[src/sv/biq_pkg.sv]
package biq_pkg;

  // Coefficient and shift register widths are fixed by the register map.
  localparam int COEF_WIDTH      = 16;
  localparam int SHIFT_WIDTH     = 4;
  localparam int CFG_INDEX_WIDTH = 3;
  localparam int CFG_DATA_WIDTH  = 16;

  // Register map.
  localparam logic [CFG_INDEX_WIDTH-1:0] REG_NB1   = 3'd0;
  localparam logic [CFG_INDEX_WIDTH-1:0] REG_NB2   = 3'd1;
  localparam logic [CFG_INDEX_WIDTH-1:0] REG_A0    = 3'd2;
  localparam logic [CFG_INDEX_WIDTH-1:0] REG_A1    = 3'd3;
  localparam logic [CFG_INDEX_WIDTH-1:0] REG_A2    = 3'd4;
  localparam logic [CFG_INDEX_WIDTH-1:0] REG_SCALE = 3'd5;

  // Reset values.
  localparam logic signed [COEF_WIDTH-1:0] RST_NB1   = 16'sd0;
  localparam logic signed [COEF_WIDTH-1:0] RST_NB2   = 16'sd0;
  localparam logic signed [COEF_WIDTH-1:0] RST_A0    = 16'sd16384;
  localparam logic signed [COEF_WIDTH-1:0] RST_A1    = 16'sd0;
  localparam logic signed [COEF_WIDTH-1:0] RST_A2    = 16'sd0;
  localparam logic [SHIFT_WIDTH-1:0]       RST_SCALE = 4'd14;

  // Operand pair fed to the shared multiplier.
  typedef enum logic [2:0] {
    MUL_NB1_ZN,
    MUL_NB2_ZO,
    MUL_A0_M,
    MUL_A1_ZN,
    MUL_A2_ZO
  } mul_sel_t;

  // Controller to datapath commands.
  typedef struct packed {
    logic     load;     // capture request, scale delay words, seed accumulator
    logic     mul_en;   // register a product
    mul_sel_t mul_sel;
    logic     acc_add;  // accumulate the registered product
    logic     commit;   // shift delay line, clear accumulator
    logic     out_load; // saturate and register the result
  } dp_cmd_t;

endpackage

[src/sv/biq_in_if.sv]
interface biq_in_if #(
  parameter int DATA_WIDTH = 16
);
  logic                         valid;
  logic                         ready;
  logic signed [DATA_WIDTH-1:0] sample_in;

  modport source (output valid, output sample_in, input ready);
  modport sink   (input valid, input sample_in, output ready);
endinterface

[src/sv/biq_out_if.sv]
interface biq_out_if #(
  parameter int DATA_WIDTH = 16
);
  logic                         valid;
  logic                         ready;
  logic signed [DATA_WIDTH-1:0] sample_out;

  modport source (output valid, output sample_out, input ready);
  modport sink   (input valid, input sample_out, output ready);
endinterface

[src/sv/biq_ctrl.sv]
module biq_ctrl (
  input  logic            clk,
  input  logic            rst,
  input  logic            in_valid,
  output logic            in_ready,
  output logic            out_valid,
  input  logic            out_ready,
  output biq_pkg::dp_cmd_t cmd
);
  import biq_pkg::*;

  typedef enum logic [3:0] {
    IDLE,
    FB1,
    FB2,
    FB3,
    FF0,
    FF1,
    FF2,
    FF3,
    SAT
  } state_t;

  state_t state;
  logic   out_free;

  assign in_ready = (state == IDLE);
  assign out_free = !out_valid || out_ready;

  always_comb begin
    cmd = '{load: 1'b0, mul_en: 1'b0, mul_sel: MUL_NB1_ZN,
            acc_add: 1'b0, commit: 1'b0, out_load: 1'b0};
    unique case (state)
      IDLE: cmd.load = in_valid;
      FB1: begin
        cmd.mul_en  = 1'b1;
        cmd.mul_sel = MUL_NB1_ZN;
      end
      FB2: begin
        cmd.acc_add = 1'b1;
        cmd.mul_en  = 1'b1;
        cmd.mul_sel = MUL_NB2_ZO;
      end
      FB3: cmd.acc_add = 1'b1;
      FF0: begin
        cmd.commit  = 1'b1;
        cmd.mul_en  = 1'b1;
        cmd.mul_sel = MUL_A0_M;
      end
      FF1: begin
        cmd.acc_add = 1'b1;
        cmd.mul_en  = 1'b1;
        cmd.mul_sel = MUL_A1_ZN;
      end
      FF2: begin
        cmd.acc_add = 1'b1;
        cmd.mul_en  = 1'b1;
        cmd.mul_sel = MUL_A2_ZO;
      end
      FF3: cmd.acc_add = 1'b1;
      SAT: cmd.out_load = out_free;
      default: ;
    endcase
  end

  always_ff @(posedge clk) begin
    if (rst) begin
      state     <= IDLE;
      out_valid <= 1'b0;
    end else begin
      if (state == SAT && out_free) begin
        out_valid <= 1'b1;
      end else if (out_valid && out_ready) begin
        out_valid <= 1'b0;
      end
      unique case (state)
        IDLE: if (in_valid) begin
          state <= FB1;
        end
        FB1: state <= FB2;
        FB2: state <= FB3;
        FB3: state <= FF0;
        FF0: state <= FF1;
        FF1: state <= FF2;
        FF2: state <= FF3;
        FF3: state <= SAT;
        SAT: if (out_free) begin
          state <= IDLE;
        end
        default: state <= IDLE;
      endcase
    end
  end

endmodule

[src/sv/biq_datapath.sv]
module biq_datapath #(
  parameter int DATA_WIDTH = 16,
  parameter int ACC_WIDTH  = 32
) (
  input  logic                                 clk,
  input  logic                                 rst,
  input  logic                                 cfg_we,
  input  logic [biq_pkg::CFG_INDEX_WIDTH-1:0]  cfg_index,
  input  logic [biq_pkg::CFG_DATA_WIDTH-1:0]   cfg_data,
  input  biq_pkg::dp_cmd_t                     cmd,
  input  logic signed [DATA_WIDTH-1:0]         sample_in,
  output logic signed [DATA_WIDTH-1:0]         sample_out
);
  import biq_pkg::*;

  localparam int PROD_WIDTH = ACC_WIDTH + COEF_WIDTH;
  localparam logic signed [ACC_WIDTH-1:0] SAT_HI =
    ACC_WIDTH'((64'sd1 <<< (DATA_WIDTH - 1)) - 64'sd1);
  localparam logic signed [ACC_WIDTH-1:0] SAT_LO = -SAT_HI - ACC_WIDTH'(1);

  logic signed [COEF_WIDTH-1:0]  coef_nb1, coef_nb2, coef_a0, coef_a1, coef_a2;
  logic [SHIFT_WIDTH-1:0]        scale_shift;

  logic signed [ACC_WIDTH-1:0]   delay_newest, delay_older;
  logic signed [ACC_WIDTH-1:0]   zn, zo, acc, prod;

  logic signed [ACC_WIDTH-1:0]   x_ext;
  logic signed [COEF_WIDTH-1:0]  mul_coef;
  logic signed [ACC_WIDTH-1:0]   mul_opnd;
  logic signed [PROD_WIDTH-1:0]  mul_full;
  logic signed [ACC_WIDTH-1:0]   y_shift;

  // Configuration registers.
  always_ff @(posedge clk) begin
    if (rst) begin
      coef_nb1    <= RST_NB1;
      coef_nb2    <= RST_NB2;
      coef_a0     <= RST_A0;
      coef_a1     <= RST_A1;
      coef_a2     <= RST_A2;
      scale_shift <= RST_SCALE;
    end else if (cfg_we) begin
      unique case (cfg_index)
        REG_NB1:   coef_nb1    <= cfg_data;
        REG_NB2:   coef_nb2    <= cfg_data;
        REG_A0:    coef_a0     <= cfg_data;
        REG_A1:    coef_a1     <= cfg_data;
        REG_A2:    coef_a2     <= cfg_data;
        REG_SCALE: scale_shift <= cfg_data[SHIFT_WIDTH-1:0];
        default: ;
      endcase
    end
  end

  assign x_ext = ACC_WIDTH'(sample_in);

  // Shared multiplier operand select; only the low ACC_WIDTH bits are kept.
  always_comb begin
    unique case (cmd.mul_sel)
      MUL_NB1_ZN: begin mul_coef = coef_nb1; mul_opnd = zn;                  end
      MUL_NB2_ZO: begin mul_coef = coef_nb2; mul_opnd = zo;                  end
      MUL_A0_M:   begin mul_coef = coef_a0;  mul_opnd = acc >>> scale_shift; end
      MUL_A1_ZN:  begin mul_coef = coef_a1;  mul_opnd = zn;                  end
      MUL_A2_ZO:  begin mul_coef = coef_a2;  mul_opnd = zo;                  end
      default:    begin mul_coef = coef_a2;  mul_opnd = zo;                  end
    endcase
  end

  assign mul_full = PROD_WIDTH'(mul_coef) * PROD_WIDTH'(mul_opnd);
  assign y_shift  = acc >>> scale_shift;

  // Delay line.
  always_ff @(posedge clk) begin
    if (rst) begin
      delay_newest <= '0;
      delay_older  <= '0;
    end else if (cmd.commit) begin
      delay_newest <= acc;
      delay_older  <= delay_newest;
    end
  end

  // Working registers.
  always_ff @(posedge clk) begin
    if (cmd.load) begin
      zn  <= delay_newest >>> scale_shift;
      zo  <= delay_older >>> scale_shift;
      acc <= x_ext <<< scale_shift;
    end else if (cmd.commit) begin
      acc <= '0;
    end else if (cmd.acc_add) begin
      acc <= acc + prod;
    end
    if (cmd.mul_en) begin
      prod <= mul_full[ACC_WIDTH-1:0];
    end
    if (cmd.out_load) begin
      priority if (y_shift > SAT_HI) begin
        sample_out <= SAT_HI[DATA_WIDTH-1:0];
      end else if (y_shift < SAT_LO) begin
        sample_out <= SAT_LO[DATA_WIDTH-1:0];
      end else begin
        sample_out <= y_shift[DATA_WIDTH-1:0];
      end
    end
  end

endmodule

[src/sv/biquad_iir_filter_core.sv]
// Second-order IIR section, direct form II, fixed point. Each request on din
// carries one signed sample; one saturated filtered sample leaves on dout per
// request. Coefficients are written through the cfg port (index 0 nb1, 1 nb2,
// 2 a0, 3 a1, 4 a2, 5 scale_shift; other indexes ignored); the user must
// write them only while the block is idle, which the block does not enforce.
// The feedback coefficients are stored negated. A request runs a load step,
// five products one at a time through a single shared 16 x ACC_WIDTH
// multiplier, each registered and accumulated on the following cycle, and a
// saturate step into the result register. din is ready again the cycle after
// the result is registered, even if dout has not yet taken the previous
// result; no new sample is taken before that. Delay words, feedback value and
// output sum wrap at ACC_WIDTH bits, and all right shifts are arithmetic.
module biquad_iir_filter_core #(
  parameter int DATA_WIDTH = 16,
  parameter int ACC_WIDTH  = 32
) (
  input  logic                                clk,
  input  logic                                rst,
  input  logic                                cfg_we,
  input  logic [biq_pkg::CFG_INDEX_WIDTH-1:0] cfg_index,
  input  logic [biq_pkg::CFG_DATA_WIDTH-1:0]  cfg_data,
  biq_in_if.sink                              din,
  biq_out_if.source                           dout
);
  import biq_pkg::*;

  dp_cmd_t cmd;

  // Sequencer: walks the five multiply steps and owns the handshakes.
  biq_ctrl u_ctrl (
    .clk       (clk),
    .rst       (rst),
    .in_valid  (din.valid),
    .in_ready  (din.ready),
    .out_valid (dout.valid),
    .out_ready (dout.ready),
    .cmd       (cmd)
  );

  // Coefficient registers, delay line, shared multiplier, accumulator and
  // the saturating result register.
  biq_datapath #(
    .DATA_WIDTH (DATA_WIDTH),
    .ACC_WIDTH  (ACC_WIDTH)
  ) u_dp (
    .clk        (clk),
    .rst        (rst),
    .cfg_we     (cfg_we),
    .cfg_index  (cfg_index),
    .cfg_data   (cfg_data),
    .cmd        (cmd),
    .sample_in  (din.sample_in),
    .sample_out (dout.sample_out)
  );

endmodule

[src/flat_wrapper.sv]
// flat-port wrapper written by rule: the top's interface ports become plain ports
module biquad_iir_filter_core_flat import biq_pkg::*;
#(
  parameter int DATA_WIDTH = 16,
  parameter int ACC_WIDTH  = 32
)
  (clk, rst, cfg_we, cfg_index, cfg_data, din_valid, din_sample_in, din_ready, dout_valid, dout_sample_out, dout_ready);
  biq_in_if #(.DATA_WIDTH(DATA_WIDTH)) din_i ();
  biq_out_if #(.DATA_WIDTH(DATA_WIDTH)) dout_i ();
  input  logic clk;
  input  logic rst;
  input  logic cfg_we;
  input  logic [biq_pkg::CFG_INDEX_WIDTH-1:0] cfg_index;
  input  logic [biq_pkg::CFG_DATA_WIDTH-1:0] cfg_data;
  input wire logic [$bits(din_i.valid)-1:0] din_valid;
  input wire logic [$bits(din_i.sample_in)-1:0] din_sample_in;
  output wire logic [$bits(din_i.ready)-1:0] din_ready;
  output wire logic [$bits(dout_i.valid)-1:0] dout_valid;
  output wire logic [$bits(dout_i.sample_out)-1:0] dout_sample_out;
  input wire logic [$bits(dout_i.ready)-1:0] dout_ready;
  assign din_i.valid = din_valid;
  assign din_i.sample_in = din_sample_in;
  assign din_ready = din_i.ready;
  assign dout_valid = dout_i.valid;
  assign dout_sample_out = dout_i.sample_out;
  assign dout_i.ready = dout_ready;
  biquad_iir_filter_core #(.DATA_WIDTH(DATA_WIDTH), .ACC_WIDTH(ACC_WIDTH)) u_core (.clk(clk), .rst(rst), .cfg_we(cfg_we), .cfg_index(cfg_index), .cfg_data(cfg_data), .din(din_i), .dout(dout_i));
endmodule
[config.mk]
export PLATFORM = sky130hd
export DESIGN_NAME = biquad_iir_filter_core_flat
export DESIGN_NICKNAME = d
export VERILOG_FILES = /design/src/sv/biq_pkg.sv /design/src/sv/biq_in_if.sv /design/src/sv/biq_out_if.sv /design/src/sv/biq_ctrl.sv /design/src/sv/biq_datapath.sv /design/src/sv/biquad_iir_filter_core.sv /design/src/flat_wrapper.sv
export SDC_FILE = /design/constraint.sdc
export NUM_CORES = 2
export LEC_CHECK = 0
export CAP_MARGIN = 20
export CORE_MARGIN = 8
export CORE_UTILIZATION = 49
export CTS_CLUSTER_DIAMETER = 50
export DETAILED_ROUTE_END_ITERATION = 10
export DONT_BUFFER_PORTS = 1
export HOLD_SLACK_MARGIN = 0.15
export SLEW_MARGIN = 20
export SYNTH_ARGS = -nofsm -noshare
export SYNTH_HDL_FRONTEND = slang
export SYNTH_SLANG_ARGS = --single-unit
[constraint.sdc]
create_clock -name clk -period 11 [get_ports clk]
set_input_delay 0.55 -clock clk [delete_from_list [all_inputs] [get_ports clk]]
set_output_delay 0.55 -clock clk [all_outputs]
set_load 0.01 [all_outputs]
==> metrics.md <==
| Metric | Value |
|---|---|
| Outcome | `finished clean` |
| Power Total | `between 5000 and 6000 uW` |
| Clock slew at reported path FFs | `0.06 ns` |
| Met3 usage | `about 5.7%` |
| Yosys synthesis warning count | `0` |
| RSZ-0062 raised after global routing | `no` |
| H-Tree Depth | `2` |
| Slowest stage cell, crit path | `dfxtp_4` |
| Final Util | `roughly 54%` |
| Post-route minimum period | `9.66 ns` |
| Total Wirelength | `around 110000 um` |
| Post-DP HPWL | `around 80000 um` |
| LEAKAGE | `around 0.014 uW` |
| Startpoint Class | `flip-flop` |
| Gate Count Post-Synth | `approximately 3500` |
| Cell variety after synth | `between 80 and 90` |
| Pwr Density | `approximately 170 nW/um2` |
| Port Buffers | `0` |
| TritonCTS clock tree | `yes` |
| Die area | `around 70000 um2` |
| Vias in the first global route | `~25000` |
| Global route hottest layer | `met2` |
| Final std cells w/o fill | `between 4000 and 5000` |
| Area grow syn2layout | `8.29%` |
| # DRC | `0` |
| Top_reg_cell synth | `dfxtp_1` |
| First-pass DRT Iterations | `7` |
| Gpl congestion | `0.945` |
| Total track usage | `~30%` |
| Clk buf depth | `3` |
| Worst setup path category | `flip-flop to flip-flop` |
| Hold Crit Start | `din_valid` |
| R2R Path End | `u_core.u_dp.prod[29]` |
| Max-slew violation count | `0` |
| Reg-to-Reg Start | `u_core.u_dp.scale_shift[1]` |
| Area leader, netlist | `fa_1` |
| Num rows | `90` |
| Critical Path RT | `11.34 ns` |
| Worst Path Max Fanout | `between 80 and 90` |
| Worst Reg-to-Reg Cells | `30` |
| Sequential area share after synthesis | `~25%` |
| Grt ovf | `0` |
| Die height | `approximately 260 um` |
| Hold Vio Cnt, Final | `0` |
| Net Count, Synth | `around 4000` |
| Crit. End Element | `flip-flop` |
| ANT nets after route | `0` |
| Post-layout nets | `around 3800` |
| Clock Tree Root | `clkbuf_16` |
| CP startpoint | `u_core.u_dp.scale_shift[1]` |
| Num Clock Sinks | `297` |
| Die X | `263 um` |
| Initial antenna violation count | `5` |
| Most area-consuming cells after synthesis | `fa_1 20%, edfxtp_1 15%, dfxtp_1 10%` |
| Initial DRC count | `about 2500` |
| Worst Clk Skew | `approximately 0.021 ns` |
| CP arrival | `approximately 10 ns` |
| Mapped Avg Cell Area | `~8.6 um2` |
| Hold Path Class | `input port to flip-flop` |
| Post-synth EDFFs | `roughly 140` |
| Ant. Diodes | `0` |
| Setup TNS | `0 ns` |
| Top Ports | `58` |
| CTS buffer count | `47` |
| Fin area | `around 32000 um2` |
| DP Cell Count | `a little over 4000` |
| Worst rel slew slack | `roughly a fifth` |
| WL/cell | `between 20 and 30 um` |
| Synthesized area | `between 20000 and 30000 um2` |
| Share of cells above drive strength 1 | `8.43%` |
| Async SR Flop Fraction | `0%` |
| Most frequent cell on the critical path | `fa_1` |
| Placed cell areas | `between 30000 and 40000 um2` |
| Initial Util | `around half` |
| Wire length of the first global-routing pass | `159000 um` |
| Met2 usage | `49.3%` |
| WHS Path Cells | `2` |
| Tcrit/Tclk final | `between 80% and 90%` |
| Vias per std cell | `6.07` |
| Peak supply drop | `between 0.00015 and 0.0002 V` |
| Final setup viols | `0` |
| Highest Clock Rate | `103 MHz` |
| Worst Hold End | `u_core.u_ctrl.state[3]` |
| Worst-margin pin slew | `roughly 1.2 ns` |
| Reg-to-reg setup timing slack | `roughly 1.3 ns` |
| Max incr delay on CP | `1.01 ns` |
| Largest net degree at the start of global routing | `154` |
| Via count | `25500` |
| #FFs+latches synth | `297` |
| Core Area | `60200 um2` |
| GR met1 Demand/Resource | `between 30% and 40%` |
| Synth top area share | `between 20% and 30%` |
| MaxCap Viol Count | `0` |
| Worst-Skew Late Latency | `roughly 0.6 ns` |
-- layout make-up --
| class | count | area (um2) |
|---|---|---|
| timing repair buffer | 81 | 691 |
| sequential | 297 | 7400 |
| multi-input combinational | 2551 | 20200 |
| tap | 782 | 978 |
| fill | 5570 | 28000 |
| clock buffer | 58 | 1250 |
| clock inverter | 29 | 297 |
| inverter | 402 | 1510 |
-- stage by stage --
step                hold WS (ns)  worst slack [ns]
floorplan                  0.423              3.06
global placement           0.435              1.02
detailed placement         0.442              1.64
CTS                        0.170              1.51
global route               0.167             0.889
finish                     0.186              1.34
-- cells in the final DEF (no fill, tap or decap), types with 20 or more instances in the layout --
cell | Yosys | routed
a211oi_1 | 22 | 22
and2_1 | 24 | 24
nor2_1 | 319 | 318
nand2_1 | 664 | 664
xnor2_1 | 58 | 58
o22ai_1 | 29 | 28
mux2i_1 | 83 | 83
clkbuf_16 | 0 | 48
nand2b_1 | 36 | 36
buf_4 | 3 | 60
a21oi_1 | 295 | 294
a31oi_1 | 40 | 39
o21ai_0 | 107 | 105
ha_1 | 123 | 123
nand3_1 | 27 | 27
nor3_1 | 30 | 30
xor2_1 | 20 | 20
inv_1 | 400 | 397
a21o_1 | 23 | 23
mux4_2 | 59 | 59
dfxtp_1 | 153 | 148
edfxtp_1 | 144 | 144
nor2b_1 | 24 | 23
mux2_2 | 29 | 29
fa_1 | 305 | 305
-- state kept, by name, summed over array words and instances (netlist names) --
register,cells
u_core.u_dp.acc,32
u_core.u_dp.delay_newest,32
u_core.u_dp.delay_older,32
u_core.u_dp.prod,32
u_core.u_dp.zn,32
u_core.u_dp.zo,32
u_core.u_dp.coef_a0,16
u_core.u_dp.coef_a1,16
u_core.u_dp.coef_a2,16
u_core.u_dp.coef_nb1,16
u_core.u_dp.coef_nb2,16
u_core.u_dp.sample_out,16
u_core.u_ctrl.state,4
u_core.u_dp.scale_shift,4
u_core.u_ctrl.out_valid,1
-- worst max-delay path by stage --
stage                                       to  slack, ns  cells after the start
final                     u_core.u_dp.prod[29]       1.34                     30
after global routing      u_core.u_dp.prod[28]       0.89                     31
after detailed placement  u_core.u_dp.prod[28]       1.64                     31
after floorplan           u_core.u_dp.prod[28]       3.06                     36
after global placement    u_core.u_dp.prod[31]       1.02                     28
after CTS                 u_core.u_dp.prod[29]       1.51                     30
-- critical path: cells and delay by family (launching register included) --
kind / cells / cell delay [ns]
muxes: 2 / 0.77
and+or+nand+nor: 4 / 0.44
DFF: 1 / 1.01
AOI/OAI and AO/OA: 13 / 3.55
adders and majority gates: 7 / 3.41
buffers and inverters: 4 / 0.21
-- layer usage --
metal / part of all wire, % / up-vias
met5: 0.034 / -
met4: 4.8 / 6
met3: 8.3 / 255
met2: 47 / 1130
met1: 40 / 12700
li1: - / 11400
-- Yosys cell counts (20+ instances only) --
master	number
nor2_1	319
xnor2_1	58
a21oi_1	295
nor2b_1	24
clkbuf_1	155
edfxtp_1	144
mux2i_1	83
and2_1	24
a211oi_1	22
xor2_1	20
o22ai_1	29
nand2b_1	36
fa_1	305
mux4_2	59
a31oi_1	40
nand2_1	664
nand3_1	27
nor3_1	30
a21o_1	23
ha_1	123
dfxtp_1	153
mux2_2	29
buf_2	23
buf_1	26
o21ai_0	107
inv_1	400
-- timing repair --
action / in CTS / in global routing
hold buffers: 19 / 0
setup buffers: 0 / 0
endpoints found under the hold margin: 153 / 0
resized for setup: 0 / 0
-- where the power goes --
part / switching (uW) / internal [uW] / total [uW]
Clock: 590 / 873 / 1460
Sequential: 249 / 1380 / 1630
Combinational: 1440 / 823 / 2260
Total: 2280 / 3080 / 5360
-- logic make-up after synthesis --
logic type                 count (synthesis)  share of synthesized area, %
and+or+nand+nor                         1194                          16.7
AOI/OAI and AO/OA                        677                          14.1
buffers and inverters                    613                          7.93
adders and majority gates                428                          25.6
DFF                                      297                          24.8
muxes                                    171                          8.34
xor gates and xnor gates                  81                          2.50
Note: power is estimated with default switching activity, not from simulation.
